**src/rtl/ypvt_pkg.sv**
```systemverilog
// shared types, register indexes and constants of the yaw/pitch view transform
package ypvt_pkg;

    localparam int COORD_W            = 32;
    localparam int DIFF_W             = COORD_W + 1;
    localparam int CFG_DATA_W         = 32;
    localparam int REG_IDX_W          = 3;
    localparam int ANGLE_REG_W        = 12;
    localparam int DEF_ANGLE_BITS     = 12;
    localparam int DEF_TRIG_FRAC_BITS = 16;

    typedef logic [REG_IDX_W-1:0] t_reg_idx;

    localparam t_reg_idx REG_YAW_ANGLE   = 3'd0;
    localparam t_reg_idx REG_PITCH_ANGLE = 3'd1;
    localparam t_reg_idx REG_BOX_X_START = 3'd2;
    localparam t_reg_idx REG_BOX_X_END   = 3'd3;
    localparam t_reg_idx REG_BOX_Y_START = 3'd4;
    localparam t_reg_idx REG_BOX_Y_END   = 3'd5;
    localparam t_reg_idx REG_EYE_DEPTH   = 3'd6;

    // basis entries, row major: right, down, forward
    localparam int BASIS_N    = 9;
    localparam int BI_RIGHT_X = 0;
    localparam int BI_RIGHT_Z = 2;
    localparam int BI_DOWN_X  = 3;
    localparam int BI_DOWN_Y  = 4;
    localparam int BI_DOWN_Z  = 5;
    localparam int BI_FWD_X   = 6;
    localparam int BI_FWD_Y   = 7;
    localparam int BI_FWD_Z   = 8;

    // sine polynomial, q30
    localparam int POLY_W = 33;
    localparam int MUL_B_W = 32;
    localparam int MUL_W = POLY_W + MUL_B_W;
    localparam logic [30:0] Q30_ONE = 31'h4000_0000;

    typedef enum logic [4:0] {
        ST_IDLE = 5'b00001,
        ST_MUL  = 5'b00010,
        ST_USE  = 5'b00100,
        ST_PMUL = 5'b01000,
        ST_PUSE = 5'b10000
    } t_seq_state;

    function automatic logic signed [POLY_W-1:0] poly_coef(input logic [2:0] k);
        logic signed [POLY_W-1:0] c;
        case (k)
            3'd0: c = 33'sd1686629713;
            3'd1: c = -33'sd693598668;
            3'd2: c = 33'sd85569306;
            3'd3: c = -33'sd5026996;
            3'd4: c = 33'sd172272;
            3'd5: c = -33'sd3864;
            3'd6: c = 33'sd61;
            default: c = 33'sd0;
        endcase
        return c;
    endfunction

endpackage

```
**src/rtl/ypvt_basis.sv**
```systemverilog
// sine/cosine sequencer that builds the camera basis from yaw and pitch
module ypvt_basis #(
    parameter int ANGLE_BITS     = ypvt_pkg::DEF_ANGLE_BITS,
    parameter int TRIG_FRAC_BITS = ypvt_pkg::DEF_TRIG_FRAC_BITS,
    parameter int BASIS_W        = TRIG_FRAC_BITS + 2
) (
    input  logic                                i_clk,
    input  logic                                i_rst_n,
    input  logic                                i_start,
    input  logic [ypvt_pkg::ANGLE_REG_W-1:0]    i_yaw,
    input  logic [ypvt_pkg::ANGLE_REG_W-1:0]    i_pitch,
    output logic                                o_busy,
    output logic signed [BASIS_W-1:0]           o_basis [ypvt_pkg::BASIS_N]
);
    import ypvt_pkg::*;

    localparam int RND_SH = 30 - TRIG_FRAC_BITS;
    localparam logic [31:0] RND_HALF = 32'd1 << (RND_SH - 1);
    localparam logic signed [MUL_W-1:0] PRD_HALF =
        {{(MUL_W-1){1'b0}}, 1'b1} << (TRIG_FRAC_BITS - 1);
    localparam logic signed [BASIS_W-1:0] TRIG_ONE =
        {{(BASIS_W-1){1'b0}}, 1'b1} << TRIG_FRAC_BITS;

    localparam logic [2:0] STEP_SQ  = 3'd0;
    localparam logic [2:0] STEP_FIN = 3'd7;
    localparam logic [1:0] SIN_YAW   = 2'd0;
    localparam logic [1:0] COS_YAW   = 2'd1;
    localparam logic [1:0] SIN_PITCH = 2'd2;
    localparam logic [1:0] COS_PITCH = 2'd3;
    localparam logic [1:0] PRD_SY_SP = 2'd0;
    localparam logic [1:0] PRD_CY_SP = 2'd1;
    localparam logic [1:0] PRD_SY_CP = 2'd2;
    localparam logic [1:0] PRD_CY_CP = 2'd3;

    t_seq_state                 r_state;
    logic [1:0]                 r_sel;
    logic [1:0]                 r_psel;
    logic [2:0]                 r_step;
    logic [30:0]                r_x2;
    logic signed [POLY_W-1:0]   r_acc;
    logic signed [MUL_W-1:0]    r_prod;
    logic signed [BASIS_W-1:0]  r_sin [4];
    logic signed [BASIS_W-1:0]  r_basis [BASIS_N];

    logic [ANGLE_BITS-1:0]      ang;
    logic [31:0]                phase;
    logic [1:0]                 quad;
    logic [30:0]                xoff;
    logic signed [POLY_W-1:0]   mul_a;
    logic signed [MUL_B_W-1:0]  mul_b;
    logic signed [MUL_W-1:0]    mul_p;
    logic signed [MUL_W-1:0]    prod_sh;
    logic signed [POLY_W-1:0]   horner;
    logic signed [33:0]         s_raw;
    logic [30:0]                s_cl;
    logic [31:0]                s_rnd;
    logic signed [BASIS_W-1:0]  sine_mag;
    logic signed [BASIS_W-1:0]  sine_v;
    logic signed [MUL_W-1:0]    t_rnd;
    logic signed [BASIS_W-1:0]  t_v;

    // phase of the current sine; cosine is a quarter turn ahead
    always_comb begin
        ang   = ANGLE_BITS'(r_sel[1] ? i_pitch : i_yaw);
        phase = {ang, {(32-ANGLE_BITS){1'b0}}};
        quad  = phase[31:30] + {1'b0, r_sel[0]};
        xoff  = quad[0] ? (Q30_ONE - {1'b0, phase[29:0]}) : {1'b0, phase[29:0]};
    end

    always_comb begin
        case (r_state)
            ST_PMUL: begin
                mul_a = POLY_W'(r_sin[{1'b0, r_psel[0]}]);
                mul_b = MUL_B_W'(r_sin[{1'b1, r_psel[1]}]);
            end
            default: begin
                if (r_step == STEP_SQ) begin
                    mul_a = $signed({2'b00, xoff});
                    mul_b = $signed({1'b0, xoff});
                end else if (r_step == STEP_FIN) begin
                    mul_a = r_acc;
                    mul_b = $signed({1'b0, xoff});
                end else begin
                    mul_a = r_acc;
                    mul_b = $signed({1'b0, r_x2});
                end
            end
        endcase
        mul_p = MUL_W'(mul_a) * MUL_W'(mul_b);
    end

    always_comb begin
        prod_sh = r_prod >>> 30;
        horner  = poly_coef(3'd6 - r_step) + $signed(prod_sh[POLY_W-1:0]);
        s_raw   = $signed(prod_sh[33:0]);
        if (s_raw[33]) begin
            s_cl = '0;
        end else if (s_raw > $signed({3'b000, Q30_ONE})) begin
            s_cl = Q30_ONE;
        end else begin
            s_cl = s_raw[30:0];
        end
        s_rnd    = ({1'b0, s_cl} + RND_HALF) >> RND_SH;
        sine_mag = $signed(BASIS_W'(s_rnd[TRIG_FRAC_BITS:0]));
        sine_v   = quad[1] ? -sine_mag : sine_mag;
        t_rnd    = (r_prod + PRD_HALF) >>> TRIG_FRAC_BITS;
        t_v      = BASIS_W'(t_rnd);
    end

    always_ff @(posedge i_clk) begin
        r_prod <= mul_p;
        if (r_state == ST_USE) begin
            if (r_step == STEP_SQ) begin
                r_x2  <= prod_sh[30:0];
                r_acc <= poly_coef(3'd6);
            end else if (r_step == STEP_FIN) begin
                r_sin[r_sel] <= sine_v;
            end else begin
                r_acc <= horner;
            end
        end
    end

    always_ff @(posedge i_clk) begin
        if (!i_rst_n) begin
            r_state <= ST_IDLE;
            r_sel   <= '0;
            r_step  <= '0;
            r_psel  <= '0;
            for (int k = 0; k < BASIS_N; k++) begin
                if (k == BI_RIGHT_X || k == BI_DOWN_Y || k == BI_FWD_Z) begin
                    r_basis[k] <= TRIG_ONE;
                end else begin
                    r_basis[k] <= '0;
                end
            end
        end else if (i_start) begin
            r_state <= ST_MUL;
            r_sel   <= '0;
            r_step  <= '0;
        end else begin
            case (r_state)
                ST_IDLE: begin
                    r_state <= ST_IDLE;
                end
                ST_MUL: begin
                    r_state <= ST_USE;
                end
                ST_USE: begin
                    if (r_step == STEP_FIN) begin
                        case (r_sel)
                            SIN_YAW:   r_basis[BI_RIGHT_Z] <= -sine_v;
                            COS_YAW:   r_basis[BI_RIGHT_X] <= sine_v;
                            SIN_PITCH: r_basis[BI_FWD_Y]   <= -sine_v;
                            default:   r_basis[BI_DOWN_Y]  <= sine_v;
                        endcase
                        if (r_sel == COS_PITCH) begin
                            r_state <= ST_PMUL;
                            r_psel  <= '0;
                        end else begin
                            r_sel   <= r_sel + 2'd1;
                            r_step  <= STEP_SQ;
                            r_state <= ST_MUL;
                        end
                    end else begin
                        r_step  <= r_step + 3'd1;
                        r_state <= ST_MUL;
                    end
                end
                ST_PMUL: begin
                    r_state <= ST_PUSE;
                end
                ST_PUSE: begin
                    case (r_psel)
                        PRD_SY_SP: r_basis[BI_DOWN_X] <= t_v;
                        PRD_CY_SP: r_basis[BI_DOWN_Z] <= t_v;
                        PRD_SY_CP: r_basis[BI_FWD_X]  <= t_v;
                        default:   r_basis[BI_FWD_Z]  <= t_v;
                    endcase
                    if (r_psel == PRD_CY_CP) begin
                        r_state <= ST_IDLE;
                    end else begin
                        r_psel  <= r_psel + 2'd1;
                        r_state <= ST_PMUL;
                    end
                end
                default: begin
                    r_state <= ST_IDLE;
                end
            endcase
        end
    end

    assign o_busy  = (r_state != ST_IDLE);
    assign o_basis = r_basis;

endmodule

```
**config.mk**
```make
export PLATFORM = sky130hd
export DESIGN_NAME = ypvt_basis
export DESIGN_NICKNAME = d
export VERILOG_FILES = /design/src/rtl/ypvt_pkg.sv /design/src/rtl/ypvt_basis.sv
export SDC_FILE = /design/constraint.sdc
export NUM_CORES = 2
export LEC_CHECK = 0
export BUFFER_PORTS_ARGS = -buffer_cell sky130_fd_sc_hd__buf_2
export CAP_MARGIN = 10
export CORE_UTILIZATION = 65
export DETAILED_ROUTE_END_ITERATION = 7
export GPL_TIMING_DRIVEN = 0
export PLACE_DENSITY = 0.83
export RECOVER_POWER = 25
export SETUP_SLACK_MARGIN = 0.05
export SLEW_MARGIN = 20
export SYNTH_ARGS = -nofsm -noshare
export SYNTH_HDL_FRONTEND = slang
export SYNTH_SLANG_ARGS = --single-unit
```
**constraint.sdc**
```tcl
create_clock -name i_clk -period 14.9 [get_ports i_clk]
set_input_delay 1.49 -clock i_clk [delete_from_list [all_inputs] [get_ports i_clk]]
set_output_delay 1.49 -clock i_clk [all_outputs]
set_load 0.02 [all_outputs]
```
==> flow_summary.json <==
{
  "finalSetupViolations": 0,
  "ys.flop_type": "dfxtp_1",
  "yosysUniqueCellTypes": 89,
  "synth_cells": 5560,
  "place_congestion": 1.11,
  "status": "complete, but fails checks",
  "final-hold-violation-count": 0,
  "ys_ff_latch": 343,
  "grt_pass1_vias": 43600,
  "cp_max_fo": 10,
  "area_growth_pct": 6.61,
  "fin_skew_ns": 0.0142,
  "cts_setup_buffers": 0,
  "grt_pass1_wl_microns": 282000,
  "insertion_delay_ns": 0.61,
  "power_density_nw_per_um2": 85.6,
  "power_mw": 4.70,
  "yosysWarningCount": 0,
  "rows": 102,
  "area.sequential_sq_um": 8230,
  "cp-start-kind": "register",
  "nFillCells": 6155,
  "numClockSinks": 343,
  "drv_slew": 16,
  "finalWirelength_microns": 192000,
  "cp_top_family": "adder cells",
  "grt_overflow": 0,
  "critical_path.slowest_cell": "clkbuf_1",
  "clockRootBuffer": "clkbuf_16",
  "die_area_sq_um": 80400,
  "async_reset_ff_share_pct": 0,
  "syn_area_sq_um": 51500,
  "layout_common_cells": "1107 x inv_1, 1102 x fa_1, 896 x nand2_1",
  "max_freq_mhz": 72.4,
  "leakage_nw": 25.7,
  "setup_tns_ns": 0,
  "place_hpwl_microns": 156000,
  "syn_avg_cell_area_sq_um": 9.27,
  "rsz0062_at_grt": "false",
  "multiInputGateArea_sq_um": 38100,
  "core_area_sq_um": 78000,
  "cts.path.max_buffers": 3,
  "initial_core_util_pct": 66.1,
  "violations": "design-rule violations, max-capacitance violations, max-slew violations",
  "cts_buffers": 31,
  "antenna_found_initial": 16,
  "worstSetupEndpointType": "register",
  "die-height_microns": 284,
  "cts_resized": 0,
  "dr.pass1.iters": 8,
  "crit_required_ns": 15.35,
  "cts.htree.levels": 1,
  "grt_usage_pct": 48.9,
  "cap_violations": 1,
  "fin_crit_sh_pct": 92.7,
  "cts_tree": "yes",
  "ys_seq_area_share_pct": 16.0,
  "cp_num_buf_inv": 9,
  "io_pins": 190,
  "crit_path_frequent_cell": "fa_1",
  "cp_slowest_stage_delay_ns": 0.91,
  "io_buffer_count": 169,
  "synth_edf_count": 136,
  "initialDrtViolationCount": 5543,
  "path_class": "reg -> reg",
  "irDropWorstVdd_mv": 0.506,
  "holdBufCountCts": 0,
  "vias": 42600,
  "tightest_slew_ns": 1.57,
  "drive_above_1_share_pct": 4.11,
  "die_width_microns": 284,
  "relSlewSlack_pct": -5.14,
  "post-route-min-period_ns": 13.81,
  "num-nets-final": 7156,
  "final_common_cell": "inv_1",
  "clk_pin_slew_worst_paths_ns": 0.07,
  "grt_max_degree": 20,
  "cp.arrival_ns": 14.26,
  "drc": 22,
  "detail-route-antenna-nets": 0,
  "hold_path.class": "reg -> reg",
  "wire_per_inst_microns": 28.0,
  "vias_per_cell": 6.21
}
-- metal layers --
metal	vias to the layer above	routed length (microns)	GRT usage, %
met5	-	106	0
met4	12	17800	34.8
met3	907	27400	16.5
met2	3198	80400	70.3
met1	21200	66600	62.4
li1	17300	-	-
-- Yosys cell counts (8+ instances only) --
library cell	number	area share (%)
nand4_1	25	0.30
nand2_1	896	6.5
xnor2_1	92	1.6
o21ai_0	85	0.83
buf_1	10	0.073
or3_1	14	0.17
nor3_1	37	0.36
xor2_1	56	0.95
and3_1	36	0.44
o21bai_1	9	0.13
o211ai_1	8	0.12
a211oi_1	100	1.5
o21a_1	49	0.71
a31oi_1	12	0.15
a21o_1	51	0.74
ha_1	236	5.7
and2_1	97	1.2
fa_1	1103	43
nor4_1	10	0.12
nand2b_1	13	0.16
nor2_1	466	3.4
inv_1	1106	8.1
dfxtp_1	207	8.0
mux2i_1	57	1.1
edfxtp_1	136	7.9
or2_2	13	0.16
nor2b_1	33	0.40
o21ai_1	33	0.32
buf_4	22	0.32
clkbuf_1	239	1.7
a21oi_1	128	1.2
nand3_1	74	0.72
-- where the power goes --
group | total, mW | switching [mW] | internal, mW
Clock | 0.814 | 0.378 | 0.436
Combinational | 2.75 | 1.77 | 0.978
Sequential | 1.14 | 0.0761 | 1.07
-- sequential cells by signal (all words and copies together) (netlist names), named ones only --
| name | count |
|---|---|
| o_basis | 144 |
| r_acc | 33 |
| r_step | 3 |
| r_sin | 72 |
| r_psel | 2 |
| r_prod | 49 |
| r_sel | 2 |
| r_x2 | 31 |
| r_state | 5 |
-- cell families (layout without fill, tap and decap cells) --
family	after synthesis	after routing	share of synthesized area, %
compound gates	522	522	6.55
simple gates	1754	1754	14.6
other cells	1	29	0.00728
xor+xnor	150	150	2.59
flops	343	343	16.0
mux	60	60	1.17
fa+ha+maj	1339	1339	48.6
buf+inv	1391	1629	10.5
-- cell type report --
| cell class | count | area share [%] |
|---|---|---|
| Timing Repair Buffer | 180 | 1.61 |
| Antenna cell | 11 | 0.0501 |
| Clock inverter | 13 | 0.253 |
| Tap cell | 1040 | 2.37 |
| Sequential cell | 343 | 15.0 |
| Clock buffer | 45 | 1.55 |
| Inverter | 1108 | 7.57 |
| Multi-Input combinational cell | 3843 | 69.3 |
| Buffer | 283 | 2.29 |
-- worst reg2reg max path: cells and delay by family (launching register included) --
kind / cells / cell delay, ns
adders and majority gates: 10 / 5.08
DFF: 1 / 0.38
and+or+nand+nor: 3 / 0.39
AOI/OAI and AO/OA: 12 / 4.51
xor gates and xnor gates: 2 / 0.44
muxes: 1 / 0.41
buffers and inverters: 9 / 2.44
-- final timing paths --
path	start	endpoint	slack, ns	depth (start not counted)
setup reg to reg	r_sel[1]	r_prod[61]	1.09	37
hold reg to reg	o_basis[157]	o_basis[157]	0.46	2
setup / recovery	r_sel[1]	r_prod[61]	1.09	37
hold / removal	o_basis[157]	o_basis[157]	0.46	2
-- metrics by stage --
| step | hold WS (ns) | cells | area (sq um) | utilization [%] | worst slack, ns |
|---|---|---|---|---|---|
| after floorplan | 0.429 | 5577 | 51600 | - | 5.03 |
| after global placement | 0.447 | 6786 | 53700 | 68.9 | 1.13 |
| after detailed placement | 0.452 | 6797 | 54000 | 69.3 | 1.43 |
| after CTS | 0.460 | 6855 | 55000 | 70.6 | 1.57 |
| after global routing | 0.484 | 6857 | 54900 | 70.4 | 1.07 |
| final | 0.465 | 6866 | 54900 | 70.4 | 1.09 |
No activity file was read; power rests on OpenSTA's default activity.
